===== config.mk =====
export PLATFORM = sky130hd
export DESIGN_NAME = iso8601_timestamp_parser
export DESIGN_NICKNAME = d
export VERILOG_FILES = /design/src/hdl/itp_pkg.sv /design/src/hdl/iso8601_timestamp_parser.sv /design/src/hdl/itp_mac.sv
export VERILOG_INCLUDE_DIRS = /design/src /design/src/hdl
export SDC_FILE = /design/constraint.sdc
export NUM_CORES = 1
export LEC_CHECK = 0
export CAP_MARGIN = 20
export CORE_ASPECT_RATIO = 1.5
export CORE_MARGIN = 1.5
export CORE_UTILIZATION = 40
export CTS_CLUSTER_DIAMETER = 100
export DETAILED_ROUTE_END_ITERATION = 16
export DONT_BUFFER_PORTS = 1
export GPL_TIMING_DRIVEN = 0
export PLACE_DENSITY_LB_ADDON = 0.12
export SLEW_MARGIN = 20
export SYNTH_ARGS = -nofsm -noshare
export SYNTH_HDL_FRONTEND = slang
export SYNTH_HIERARCHICAL = 1
export SYNTH_SLANG_ARGS = --single-unit

===== constraint.sdc =====
create_clock -name clk -period 25.6 [get_ports clk]
set_input_delay 3.84 -clock clk [delete_from_list [all_inputs] [get_ports clk]]
set_output_delay 3.84 -clock clk [all_outputs]
set_load 0.01 [all_outputs]

===== src/hdl/assert_macros.svh =====
// Assertion macros for the RTL files; the parser top level includes them.
`ifndef ASSERT_MACROS_SVH
`define ASSERT_MACROS_SVH

// Check a property on every rising clock edge outside reset.
`define ITP_ASSERT(lbl, clk, rst_n, prop, msg) \
    lbl: assert property (@(posedge clk) disable iff (!rst_n) prop) else $error(msg);

// Check a property on every rising clock edge, reset included.
`define ITP_ASSERT_ALWAYS(lbl, clk, prop, msg) \
    lbl: assert property (@(posedge clk) prop) else $error(msg);

`endif


===== src/hdl/itp_pkg.sv =====
// Types, codes and lookup functions of the timestamp parser.
package itp_pkg;

    localparam int MAC_A_W = 25;
    localparam int MAC_B_W = 19;
    localparam int ACC_W   = 40;

    localparam logic [2:0] ST_OK         = 3'd0;
    localparam logic [2:0] ST_SHORT      = 3'd1;
    localparam logic [2:0] ST_SHAPE      = 3'd2;
    localparam logic [2:0] ST_RANGE      = 3'd3;
    localparam logic [2:0] ST_ZONE_FMT   = 3'd4;
    localparam logic [2:0] ST_ZONE_RANGE = 3'd5;
    localparam logic [2:0] ST_ZONE_BAD   = 3'd6;

    localparam logic [7:0] CH_DASH  = 8'h2D;
    localparam logic [7:0] CH_DOT   = 8'h2E;
    localparam logic [7:0] CH_COLON = 8'h3A;
    localparam logic [7:0] CH_PLUS  = 8'h2B;
    localparam logic [7:0] CH_T     = 8'h54;
    localparam logic [7:0] CH_Z     = 8'h5A;

    localparam logic [4:0] FIXED_LEN = 5'd19;
    localparam logic [4:0] POS_SAT   = 5'd20;

    typedef struct packed {
        logic [7:0] char_code;
        logic       last;
    } in_word_t;

    typedef struct packed {
        logic signed [38:0] utc_seconds;
        logic [2:0]         status;
    } out_word_t;

    typedef enum logic [5:0] {
        PH_FIXED   = 6'b000001,
        PH_AFTER   = 6'b000010,
        PH_FRAC    = 6'b000100,
        PH_ZONE    = 6'b001000,
        PH_IGNORE  = 6'b010000,
        PH_BADZONE = 6'b100000
    } phase_t;

    typedef enum logic [13:0] {
        S_IDLE = 14'b00000000000001,
        S_ERA  = 14'b00000000000010,
        S_YOE  = 14'b00000000000100,
        S_Q100 = 14'b00000000001000,
        S_DOE  = 14'b00000000010000,
        S_DAYS = 14'b00000000100000,
        S_SECH = 14'b00000001000000,
        S_SECM = 14'b00000010000000,
        S_SECD = 14'b00000100000000,
        S_ZQ   = 14'b00001000000000,
        S_ZR   = 14'b00010000000000,
        S_ZH   = 14'b00100000000000,
        S_ZM   = 14'b01000000000000,
        S_DONE = 14'b10000000000000
    } seq_t;

    // Days before the first of the month, in a year that starts in March.
    function automatic logic [8:0] march_days(input logic [6:0] m);
        logic [8:0] r;
        unique case (m)
            7'd3:    r = 9'd0;
            7'd4:    r = 9'd31;
            7'd5:    r = 9'd61;
            7'd6:    r = 9'd92;
            7'd7:    r = 9'd122;
            7'd8:    r = 9'd153;
            7'd9:    r = 9'd184;
            7'd10:   r = 9'd214;
            7'd11:   r = 9'd245;
            7'd12:   r = 9'd275;
            7'd1:    r = 9'd306;
            7'd2:    r = 9'd337;
            default: r = 9'd0;
        endcase
        return r;
    endfunction

    // Length of a month; zero for a month number that means nothing.
    function automatic logic [4:0] month_limit(input logic [6:0] m, input logic leap);
        logic [4:0] r;
        unique case (m)
            7'd1, 7'd3, 7'd5, 7'd7, 7'd8, 7'd10, 7'd12: r = 5'd31;
            7'd4, 7'd6, 7'd9, 7'd11:                    r = 5'd30;
            7'd2:                                        r = leap ? 5'd29 : 5'd28;
            default:                                     r = 5'd0;
        endcase
        return r;
    endfunction

    function automatic logic [13:0] dec14(input logic [13:0] acc, input logic [3:0] v);
        return {acc[10:0], 3'b000} + {acc[12:0], 1'b0} + {10'd0, v};
    endfunction

    function automatic logic [6:0] dec7(input logic [6:0] acc, input logic [3:0] v);
        return {acc[3:0], 3'b000} + {acc[5:0], 1'b0} + {3'd0, v};
    endfunction

endpackage


===== src/hdl/iso8601_timestamp_parser.sv =====
// Top level of the ISO-8601 timestamp to epoch seconds parser.
//
// Input channel src_valid/src_stall/src_data carries one character a word,
// with a last flag on the final character of each string. Output channel
// res_valid/res_stall/res_data carries one word a string: epoch seconds and
// a status, given once the last character has been taken.
// Characters are taken one per cycle while src_stall is low. After the last
// character a sequencer drives one shared multiply-add unit through twelve
// steps (day count, time of day, zone offset), then waits in a final state
// until the output register can take the result word. src_stall is high
// throughout that time, from the last character until the result is loaded.
// The result waits in an output register while res_stall is high; a new
// string may stream in meanwhile, but its result waits for that register
// to empty. Reset clears the parser, the sequencer and the output valid.
`include "assert_macros.svh"

module iso8601_timestamp_parser
    import itp_pkg::*;
(
    input  logic      clk,
    input  logic      rst_n,
    input  logic      src_valid,
    output logic      src_stall,
    input  in_word_t  src_data,
    output logic      res_valid,
    input  logic      res_stall,
    output out_word_t res_data
);

    // Parser state
    logic [4:0]  pos_reg, pos_next;
    phase_t      phase_reg, phase_next;
    logic [13:0] year_reg, year_next;
    logic [6:0]  mon_reg, mon_next;
    logic [6:0]  day_reg, day_next;
    logic [6:0]  hr_reg, hr_next;
    logic [6:0]  min_reg, min_next;
    logic [6:0]  sec_reg, sec_next;
    logic        shape_reg, shape_next;
    logic        zneg_reg, zneg_next;
    logic [13:0] zdig_reg, zdig_next;
    logic [2:0]  zcnt_reg, zcnt_next;
    logic [6:0]  zmin_reg, zmin_next;
    logic [4:0]  znd_reg, znd_next;
    logic        zcolon_reg, zcolon_next;

    // Sequencer and arithmetic state
    seq_t               state_reg, state_next;
    logic [4:0]         era_reg, era_next;
    logic [8:0]         yoe_reg, yoe_next;
    logic [1:0]         q100_reg, q100_next;
    logic signed [20:0] doe_reg, doe_next;
    logic signed [22:0] days_reg, days_next;
    logic signed [ACC_W-1:0] acc_reg, acc_next;
    logic [6:0]         oh_reg, oh_next;
    logic [6:0]         om_reg, om_next;

    logic      res_valid_reg, res_valid_next;
    out_word_t res_data_reg, res_data_next;

    logic signed [MAC_A_W-1:0] mac_a;
    logic signed [MAC_B_W-1:0] mac_b;
    logic signed [ACC_W-1:0]   mac_c;
    logic signed [ACC_W-1:0]   mac_r;

    logic        src_acc;
    logic        done_load;
    logic [7:0]  c;
    logic        is_dig;
    logic [3:0]  v;
    logic        marker;
    logic        mon_le2;
    logic [13:0] yy;
    logic [8:0]  doy;
    logic        colon_form;
    logic        leap;
    logic [2:0]  status;

    itp_mac u_mac (
        .op_a   (mac_a),
        .op_b   (mac_b),
        .addend (mac_c),
        .sum    (mac_r)
    );

    assign src_stall = (state_reg != S_IDLE);
    assign src_acc   = src_valid && !src_stall;
    assign done_load = (state_reg == S_DONE) && (!res_valid_reg || !res_stall);
    assign res_valid = res_valid_reg;
    assign res_data  = res_data_reg;

    assign c      = src_data.char_code;
    assign is_dig = (c >= 8'h30) && (c <= 8'h39);
    assign v      = is_dig ? c[3:0] : 4'd0;

    // Parse one character into the field accumulators.
    always_comb
    begin
        pos_next    = pos_reg;
        phase_next  = phase_reg;
        year_next   = year_reg;
        mon_next    = mon_reg;
        day_next    = day_reg;
        hr_next     = hr_reg;
        min_next    = min_reg;
        sec_next    = sec_reg;
        shape_next  = shape_reg;
        zneg_next   = zneg_reg;
        zdig_next   = zdig_reg;
        zcnt_next   = zcnt_reg;
        zmin_next   = zmin_reg;
        znd_next    = znd_reg;
        zcolon_next = zcolon_reg;
        marker      = 1'b0;
        if (src_acc)
        begin
            if (pos_reg < POS_SAT)
            begin
                pos_next = pos_reg + 5'd1;
            end
            unique case (phase_reg)
                PH_FIXED:
                begin
                    priority if (pos_reg == 5'd4 || pos_reg == 5'd7)
                    begin
                        if (c != CH_DASH) shape_next = 1'b1;
                    end
                    else if (pos_reg == 5'd10)
                    begin
                        if (c != CH_T) shape_next = 1'b1;
                    end
                    else if (pos_reg == 5'd13 || pos_reg == 5'd16)
                    begin
                        if (c != CH_COLON) shape_next = 1'b1;
                    end
                    else
                    begin
                        if (!is_dig) shape_next = 1'b1;
                        priority if (pos_reg < 5'd4)  year_next = dec14(year_reg, v);
                        else if (pos_reg < 5'd7)      mon_next  = dec7(mon_reg, v);
                        else if (pos_reg < 5'd10)     day_next  = dec7(day_reg, v);
                        else if (pos_reg < 5'd13)     hr_next   = dec7(hr_reg, v);
                        else if (pos_reg < 5'd16)     min_next  = dec7(min_reg, v);
                        else                          sec_next  = dec7(sec_reg, v);
                    end
                    if (pos_reg >= FIXED_LEN - 5'd1)
                    begin
                        phase_next = PH_AFTER;
                    end
                end
                PH_AFTER:
                begin
                    if (c == CH_DOT) phase_next = PH_FRAC;
                    else             marker = 1'b1;
                end
                PH_FRAC:
                begin
                    if (!is_dig) marker = 1'b1;
                end
                PH_ZONE:
                begin
                    if (zcnt_reg < 3'd5)
                    begin
                        if (!is_dig) znd_next[zcnt_reg] = 1'b1;
                        if (zcnt_reg < 3'd4) zdig_next = dec14(zdig_reg, v);
                        if (zcnt_reg == 3'd2 && c == CH_COLON) zcolon_next = 1'b1;
                        if (zcnt_reg >= 3'd3) zmin_next = dec7(zmin_reg, v);
                    end
                    if (zcnt_reg < 3'd7) zcnt_next = zcnt_reg + 3'd1;
                end
                PH_IGNORE, PH_BADZONE:
                begin
                end
                default:
                begin
                end
            endcase
            // Decode the zone marker.
            if (marker)
            begin
                priority if (c == CH_Z)
                begin
                    phase_next = PH_IGNORE;
                end
                else if (c == CH_PLUS || c == CH_DASH)
                begin
                    phase_next = PH_ZONE;
                    zneg_next  = (c == CH_DASH);
                end
                else
                begin
                    phase_next = PH_BADZONE;
                end
            end
        end
        // Drop the string once its result is loaded.
        if (done_load)
        begin
            pos_next    = '0;
            phase_next  = PH_FIXED;
            year_next   = '0;
            mon_next    = '0;
            day_next    = '0;
            hr_next     = '0;
            min_next    = '0;
            sec_next    = '0;
            shape_next  = 1'b0;
            zneg_next   = 1'b0;
            zdig_next   = '0;
            zcnt_next   = '0;
            zmin_next   = '0;
            znd_next    = '0;
            zcolon_next = 1'b0;
        end
    end

    assign mon_le2    = (mon_reg <= 7'd2);
    assign yy         = year_reg + 14'd400 - {13'd0, mon_le2};
    assign doy        = march_days(mon_reg) + {2'd0, day_reg} - 9'd1;
    assign colon_form = (zcnt_reg == 3'd5) && zcolon_reg;
    // Valid for February only, where yoe is the year minus one, modulo 400.
    assign leap = ((year_reg[1:0] == 2'b00) &&
                   !(yoe_reg == 9'd399 || yoe_reg == 9'd99 ||
                     yoe_reg == 9'd199 || yoe_reg == 9'd299)) ||
                  (yoe_reg == 9'd399);

    // Order the status checks.
    always_comb
    begin
        priority if (pos_reg < FIXED_LEN)
            status = ST_SHORT;
        else if (shape_reg)
            status = ST_SHAPE;
        else if (mon_reg < 7'd1 || mon_reg > 7'd12 || day_reg < 7'd1 ||
                 day_reg > {2'd0, month_limit(mon_reg, leap)} ||
                 hr_reg > 7'd23 || min_reg > 7'd59 || sec_reg > 7'd59)
            status = ST_RANGE;
        else if (phase_reg == PH_BADZONE)
            status = ST_ZONE_BAD;
        else if (phase_reg == PH_ZONE && colon_form && (znd_reg & 5'h1B) != 5'h00)
            status = ST_ZONE_FMT;
        else if (phase_reg == PH_ZONE && !colon_form &&
                 (zcnt_reg < 3'd4 || (znd_reg & 5'h0F) != 5'h00))
            status = ST_ZONE_FMT;
        else if (phase_reg == PH_ZONE && (oh_reg > 7'd23 || om_reg > 7'd59))
            status = ST_ZONE_RANGE;
        else
            status = ST_OK;
    end

    // Step the sequencer through the shared multiply-add unit.
    always_comb
    begin
        state_next     = state_reg;
        era_next       = era_reg;
        yoe_next       = yoe_reg;
        q100_next      = q100_reg;
        doe_next       = doe_reg;
        days_next      = days_reg;
        acc_next       = acc_reg;
        oh_next        = oh_reg;
        om_next        = om_reg;
        res_valid_next = res_valid_reg;
        res_data_next  = res_data_reg;
        mac_a          = '0;
        mac_b          = '0;
        mac_c          = '0;
        if (res_valid_reg && !res_stall)
        begin
            res_valid_next = 1'b0;
        end
        unique case (state_reg)
            S_IDLE:
            begin
                if (src_acc && src_data.last) state_next = S_ERA;
            end
            S_ERA:
            begin
                mac_a      = $signed({11'd0, yy});
                mac_b      = 19'sd5243;
                era_next   = mac_r[25:21];
                state_next = S_YOE;
            end
            S_YOE:
            begin
                mac_c      = $signed({26'd0, yy});
                mac_a      = $signed({20'd0, era_reg});
                mac_b      = -19'sd400;
                yoe_next   = mac_r[8:0];
                state_next = S_Q100;
            end
            S_Q100:
            begin
                mac_a      = $signed({16'd0, yoe_reg});
                mac_b      = 19'sd41;
                q100_next  = mac_r[13:12];
                state_next = S_DOE;
            end
            S_DOE:
            begin
                mac_c = $signed({33'd0, yoe_reg[8:2]}) - $signed({38'd0, q100_reg})
                      + $signed({31'd0, doy}) - 40'sd865565;
                mac_a      = $signed({16'd0, yoe_reg});
                mac_b      = 19'sd365;
                doe_next   = mac_r[20:0];
                state_next = S_DAYS;
            end
            S_DAYS:
            begin
                mac_c      = ACC_W'(doe_reg);
                mac_a      = $signed({20'd0, era_reg});
                mac_b      = 19'sd146097;
                days_next  = mac_r[22:0];
                state_next = S_SECH;
            end
            S_SECH:
            begin
                mac_c      = $signed({33'd0, sec_reg});
                mac_a      = $signed({18'd0, hr_reg});
                mac_b      = 19'sd3600;
                acc_next   = mac_r;
                state_next = S_SECM;
            end
            S_SECM:
            begin
                mac_c      = acc_reg;
                mac_a      = $signed({18'd0, min_reg});
                mac_b      = 19'sd60;
                acc_next   = mac_r;
                state_next = S_SECD;
            end
            S_SECD:
            begin
                mac_c      = acc_reg;
                mac_a      = MAC_A_W'(days_reg);
                mac_b      = 19'sd86400;
                acc_next   = mac_r;
                state_next = S_ZQ;
            end
            S_ZQ:
            begin
                mac_a      = $signed({11'd0, zdig_reg});
                mac_b      = 19'sd5243;
                oh_next    = mac_r[25:19];
                state_next = S_ZR;
            end
            S_ZR:
            begin
                mac_c      = $signed({26'd0, zdig_reg});
                mac_a      = $signed({18'd0, oh_reg});
                mac_b      = -19'sd100;
                om_next    = colon_form ? zmin_reg : mac_r[6:0];
                state_next = S_ZH;
            end
            S_ZH:
            begin
                mac_c      = acc_reg;
                mac_a      = $signed({18'd0, oh_reg});
                mac_b      = zneg_reg ? 19'sd3600 : -19'sd3600;
                acc_next   = mac_r;
                state_next = S_ZM;
            end
            S_ZM:
            begin
                mac_c      = acc_reg;
                mac_a      = $signed({18'd0, om_reg});
                mac_b      = zneg_reg ? 19'sd60 : -19'sd60;
                acc_next   = mac_r;
                state_next = S_DONE;
            end
            S_DONE:
            begin
                // Hold until the output register is free.
                if (done_load)
                begin
                    res_valid_next             = 1'b1;
                    res_data_next.status       = status;
                    res_data_next.utc_seconds  = (status == ST_OK) ? acc_reg[38:0] : '0;
                    state_next                 = S_IDLE;
                end
            end
            default:
            begin
                state_next = S_IDLE;
            end
        endcase
    end

    // Control registers
    always_ff @(posedge clk or negedge rst_n)
    begin
        if (!rst_n)
        begin
            state_reg     <= S_IDLE;
            phase_reg     <= PH_FIXED;
            pos_reg       <= '0;
            res_valid_reg <= 1'b0;
            shape_reg     <= 1'b0;
            zcnt_reg      <= '0;
            zcolon_reg    <= 1'b0;
            znd_reg       <= '0;
            zneg_reg      <= 1'b0;
            year_reg      <= '0;
            mon_reg       <= '0;
            day_reg       <= '0;
            hr_reg        <= '0;
            min_reg       <= '0;
            sec_reg       <= '0;
            zdig_reg      <= '0;
            zmin_reg      <= '0;
        end
        else
        begin
            state_reg     <= state_next;
            phase_reg     <= phase_next;
            pos_reg       <= pos_next;
            res_valid_reg <= res_valid_next;
            shape_reg     <= shape_next;
            zcnt_reg      <= zcnt_next;
            zcolon_reg    <= zcolon_next;
            znd_reg       <= znd_next;
            zneg_reg      <= zneg_next;
            year_reg      <= year_next;
            mon_reg       <= mon_next;
            day_reg       <= day_next;
            hr_reg        <= hr_next;
            min_reg       <= min_next;
            sec_reg       <= sec_next;
            zdig_reg      <= zdig_next;
            zmin_reg      <= zmin_next;
        end
    end

    // Arithmetic and output payload registers
    always_ff @(posedge clk)
    begin
        era_reg      <= era_next;
        yoe_reg      <= yoe_next;
        q100_reg     <= q100_next;
        doe_reg      <= doe_next;
        days_reg     <= days_next;
        acc_reg      <= acc_next;
        oh_reg       <= oh_next;
        om_reg       <= om_next;
        res_data_reg <= res_data_next;
    end

    `ITP_ASSERT(a_last_starts_seq, clk, rst_n, src_valid && !src_stall && src_data.last |=> state_reg == S_ERA, "last word did not start the sequencer")
    `ITP_ASSERT(a_result_from_done, clk, rst_n, $rose(res_valid) |-> $past(state_reg == S_DONE), "result appeared outside the final step")
    `ITP_ASSERT(a_error_zero_epoch, clk, rst_n, res_valid && res_data.status != ST_OK |-> res_data.utc_seconds == '0, "failed string carries nonzero seconds")
    `ITP_ASSERT_ALWAYS(a_seq_onehot, clk, $onehot(state_reg) || !rst_n, "sequencer state lost its one-hot code")

endmodule


===== src/hdl/itp_mac.sv =====
// Shared multiply-add unit of the date and time arithmetic.
module itp_mac
    import itp_pkg::*;
(
    input  logic signed [MAC_A_W-1:0] op_a,
    input  logic signed [MAC_B_W-1:0] op_b,
    input  logic signed [ACC_W-1:0]   addend,
    output logic signed [ACC_W-1:0]   sum
);

    logic signed [MAC_A_W+MAC_B_W-1:0] prod;

    // Multiply, then add the running term.
    assign prod = op_a * op_b;
    assign sum  = addend + $signed(prod[ACC_W-1:0]);

endmodule

==> results of run 1 <==
==> per-layer routing <==
layer  GRT usage (%)  part of all wire, %  up-vias
met1            28.5                   37    12800
met4            15.5                  6.8        2
met3            1.93                  3.3      209
li1                -                    -    11400
met5               0                0.012        -
met2            49.1                   53      567
==> worst paths after layout <==
path                              startpoint           end  slack (ns)  depth (start not counted)
worst max-delay path            state_reg[6]   acc_reg[28]       13.46                         31
min in group asynchronous              rst_n  phase_reg[2]        2.92                          0
worst max register to register  state_reg[6]   acc_reg[28]       13.46                         31
worst min register to register  phase_reg[0]  phase_reg[0]        0.50                          2
worst min-delay path            phase_reg[0]  phase_reg[0]        0.50                          2
max in group asynchronous              rst_n  year_reg[12]       22.39                          0
==> critical path: cells and delay by family, from the launching register on <==
family          cells  cell delay [ns]
simple gates        5             1.86
flops               1             0.36
buf+inv            11             3.44
fa+ha+maj           8             3.60
xor+xnor            1             0.09
compound gates      6             2.49
==> per-stage QoR <==
stage                     hold slack, ns  total power (uW)
after global routing               0.512              1950
after floorplan                    0.445              1130
after global placement             0.473              1410
final                              0.495              1830
after detailed placement           0.487              1420
after CTS                          0.495              1840
==> report_power, final <==
part,internal (uW),switching (uW)
registers,481,28.7
clock network,226,190
logic,332,574
==> area by class of cell <==
| cell class | instances | area [sq um] |
|---|---|---|
| inverters | 735 | 2760 |
| plain buffers | 141 | 561 |
| flip-flops and latches | 262 | 7330 |
| diodes | 2 | 5.00 |
| well taps | 1122 | 1400 |
| clock inverters | 18 | 205 |
| clock buffers | 29 | 683 |
| repair buffers | 6 | 73.8 |
| fillers | 8393 | 47400 |
| multi-input cells | 2417 | 23100 |
==> results.py, run 1 <==
metrics = {
    "critical_path": {
        "cp_slowest_cell": "a221oi_1",
        "critPathArrivalTime_ns": 12.51,
        "cp-end-kind": "flop",
        "cp_data_required_time_ns": 25.97,
        "worstPathMaxFanout": 16,
        "crit_type": "reg2reg",
        "cpMostUsedCell": "fa_1",
        "cpPeakStageDelay_ns": 0.91,
        "start_kind": "flop",
    },
    "finish": {
        "drive_gt1_share_pct": 2.99,
        "layout_common_cells": "inv_1, fa_1, nand2_1, ha_1, and2_1",
        "final_util_pct": 43.3,
        "area_growth_pct": 7.17,
        "nets": 4385,
        "finalInstanceArea_sq_um": 36200,
        "largest_register_ffs": 42,
        "final_common_cell": "inv_1",
        "stdcell_count": 4732,
    },
    "yosys": {
        "synthesis.area_sq_um": 33700,
        "yosys_warnings": 6,
        "synthCells": 3555,
        "synth.net_count": 4350,
        "syn_area_per_cell_sq_um": 9.49,
    },
    "min_path": {
        "min_path_type": "reg2reg",
    },
    "clock_network": {
        "clock_tree.buffer_depth": 3,
        "post_cts_resized": 0,
        "cts_buffers": 27,
        "post-cts-setup-buffers": 0,
        "clock-root-buffer": "clkbuf_16",
        "clock-sinks": 262,
        "htreeDepth": 1,
        "clock_latency_ns": 0.61,
        "tritoncts": "built",
        "cts.reportedPaths.clkPinSlew_ns": 0.07,
        "cts_hold_buf": 0,
    },
    "place": {
        "dpl.cell_count": 4683,
        "dpl_cell_area_sq_um": 35300,
        "port_buffers": 0,
        "post-place-ws_ns": 13.55,
        "dp_hpwl_microns": 90200,
        "gp_congestion": 0.928,
    },
    "routing": {
        "drcViolationCount": 0,
        "drt_iter0_drc": 1484,
        "drt-wirelength-per-cell_microns": 23.1,
        "dr_total_vias": 24900,
        "wl_microns": 109000,
        "ant_nets": 0,
        "dr.pass1.iters": 8,
        "vias_per_cell": 5.27,
    },
    "timing": {
        "setup_slack_ns": 13.46,
        "fin_crit_sh_pct": 47.4,
        "fin_skew_ns": 0.0266,
        "worstMarginPinSlew_ns": 1.14,
        "max-slew-margin-rel_pct": 23.4,
        "finalSetupViolations": 0,
        "grt_setup_unrepaired": "false",
        "finalMaxSlewViolations": 0,
        "setup_tns_ns": 0,
        "hold_viol": 0,
        "period_minus_slack_ns": 12.14,
        "fmax_mhz": 82.3,
    },
    "die": {
        "io_pins": 57,
        "fp.dieW_microns": 240,
        "initial_utilization_pct": 40.4,
        "die_h_microns": 359,
        "core_sq_um": 83600,
        "num_rows": 130,
        "die_area_sq_um": 86200,
    },
    "power_and_ir_drop": {
        "p_per_area_nw_per_um2": 50.7,
        "vdd_drop_max_mv": 0.0918,
        "power_leakage_uw": 0.0177,
    },
    "global_routing": {
        "antenna_found_initial": 3,
        "grt_first_pass_wirelength_microns": 165000,
        "grt_pass1_vias": 26700,
        "grt_overflow": 0,
        "grt_max_degree": 108,
        "grtUsageTotal_pct": 26.1,
    },
    "flow_run": {
        "cap_violations": 0,
    },
    "run_status": {
        "status": "finished, final reports clean",
    },
}
Power figures use the tool's default switching activity.
==> run 2: changes to the inputs <==
==> constraint.sdc (replaced) <==
create_clock -name clk -period 12.3 [get_ports clk]
set_input_delay 1.845 -clock clk [delete_from_list [all_inputs] [get_ports clk]]
set_output_delay 1.845 -clock clk [all_outputs]
set_load 0.01 [all_outputs]
==> results.py, run 2 (synthesis results as in run 1) <==
metrics = {
    "run_status": {
        "status": "finished, final reports clean",
    },
    "global_routing": {
        "grt_max_degree": 108,
        "grtUsageTotal_pct": 26.1,
        "grt_overflow": 0,
        "grt_first_pass_wirelength_microns": 165000,
        "antenna_found_initial": 3,
        "grt_pass1_vias": 26700,
    },
    "routing": {
        "wl_microns": 109000,
        "vias_per_cell": 5.27,
        "dr.pass1.iters": 6,
        "drt_iter0_drc": 1537,
        "dr_total_vias": 24900,
        "drt-wirelength-per-cell_microns": 23.1,
        "drcViolationCount": 0,
        "ant_nets": 0,
    },
    "min_path": {
        "min_path_type": "reg2reg",
    },
    "timing": {
        "fin_crit_sh_pct": 95.5,
        "worstMarginPinSlew_ns": 1.14,
        "finalSetupViolations": 0,
        "setup_tns_ns": 0,
        "fmax_mhz": 85.1,
        "period_minus_slack_ns": 11.74,
        "fin_skew_ns": 0.0262,
        "finalMaxSlewViolations": 0,
        "max-slew-margin-rel_pct": 23.4,
        "hold_viol": 0,
        "timing.hold.ws_ns": 0.495,
        "grt_setup_unrepaired": "false",
    },
    "power_and_ir_drop": {
        "power_leakage_uw": 0.0177,
        "report.power.total_uw": 3810,
        "comb_power_share_pct": 49.4,
        "p_sw_share_pct": 43.3,
        "vdd_drop_max_mv": 0.191,
        "p_int_uw": 2160,
        "p_sw_uw": 1650,
        "p_per_area_nw_per_um2": 105,
        "clkPwrFrac_pct": 22.7,
        "seqPwrFrac_pct": 27.8,
    },
    "critical_path": {
        "cp_slowest_cell": "a221oi_1",
        "cpMostUsedCell": "fa_1",
        "cp-end-kind": "flop",
        "cpPeakStageDelay_ns": 0.91,
        "critPathArrivalTime_ns": 12.11,
        "start_kind": "flop",
        "cp_data_required_time_ns": 12.67,
        "crit_type": "reg2reg",
        "worstPathMaxFanout": 16,
    },
    "finish": {
        "drive_gt1_share_pct": 3.02,
        "finalInstanceArea_sq_um": 36200,
        "final_common_cell": "inv_1",
        "layout_common_cells": "inv_1, fa_1, nand2_1, ha_1, and2_1",
        "area_growth_pct": 7.16,
        "nets": 4385,
        "largest_register_ffs": 42,
    },
    "die": {
        "io_pins": 57,
        "die_area_sq_um": 86200,
        "num_rows": 130,
        "initial_utilization_pct": 40.4,
        "core_sq_um": 83600,
        "fp.dieW_microns": 240,
        "die_h_microns": 359,
    },
    "flow_run": {
        "cap_violations": 0,
    },
    "clock_network": {
        "clock-sinks": 262,
        "tritoncts": "built",
        "cts_buffers": 27,
        "clock_tree.buffer_depth": 3,
        "cts.reportedPaths.clkPinSlew_ns": 0.07,
        "clock_latency_ns": 0.61,
        "htreeDepth": 1,
        "clock-root-buffer": "clkbuf_16",
    },
    "place": {
        "port_buffers": 0,
        "gp_congestion": 0.928,
        "dpl_cell_area_sq_um": 35300,
        "dp_hpwl_microns": 90200,
    },
}
run 2: changes by cell type in the layout (fill, tap and decap cells not counted):
cell and change:
clkbuf_1 -1, clkbuf_2 +1, diode_2 -1
run 2: through the flow:
step	setup slack [ns]	cells	utilization (%)
2_1_floorplan	3.16	3555	-
3_3_place_gp	-0.0519	4677	42.0
3_5_place_dp	0.249	4683	42.2
4_1_cts	0.226	4730	43.3
5_1_grt	0.152	4730	43.3
6_report	0.556	4731	43.3
run 2: final cells by class:
cell class	count	area (sq um)
Inverter	735	2760
Fill cell	8398	47400
Multi-Input combinational cell	2417	23100
Antenna cell	1	2.50
Clock inverter	18	205
Sequential cell	262	7330
Clock buffer	29	683
Timing Repair Buffer	6	73.8
Tap cell	1122	1400
Buffer	141	562
run 2: final timing paths:
check                              from      endpoint  cells after the start  slack (ns)
min in group asynchronous         rst_n  phase_reg[2]                      0        0.92
max in group asynchronous         rst_n  year_reg[12]                      0       11.10
hold / removal             phase_reg[0]  phase_reg[0]                      2        0.50
setup / recovery           state_reg[6]   acc_reg[28]                     31        0.56
setup reg to reg           state_reg[6]   acc_reg[28]                     31        0.56
hold reg to reg            phase_reg[0]  phase_reg[0]                      2        0.50
run 2: power by group through the flow:
stage / sequential, uW / combinational (uW) / clock, uW
finish: 1060 / 1890 / 867
detailed placement: 1080 / 1880 / 0
global route: 1070 / 2080 / 914
global placement: 1080 / 1860 / 0
floorplan: 1060 / 1290 / 0
CTS: 1060 / 1890 / 883
run 2: what timing repair did:
item,CTS,global route
setup buffers,0,0
hold buffers,0,0
gates resized for setup,0,3
endpoints found under the hold margin,0,0
setup endpoints to repair,0,7
run 2: layer usage:
layer	global-route usage [%]	wire [microns]	share of wire (%)
met5	0	13	0.012
met4	15.5	7520	6.9
met3	1.93	3610	3.3
met2	49.1	58000	53
met1	28.5	40300	37
run 2: worst max-delay path: cells and delay by family, from the launching register on:
family,cells,cell delay (ns)
buffers and inverters,11,3.08
flip-flops,1,0.36
XOR/XNOR,1,0.09
adder cells (fa/ha/maj),8,3.60
AND/OR/NAND/NOR,5,1.80
AO/OA/AOI/OAI,6,2.50
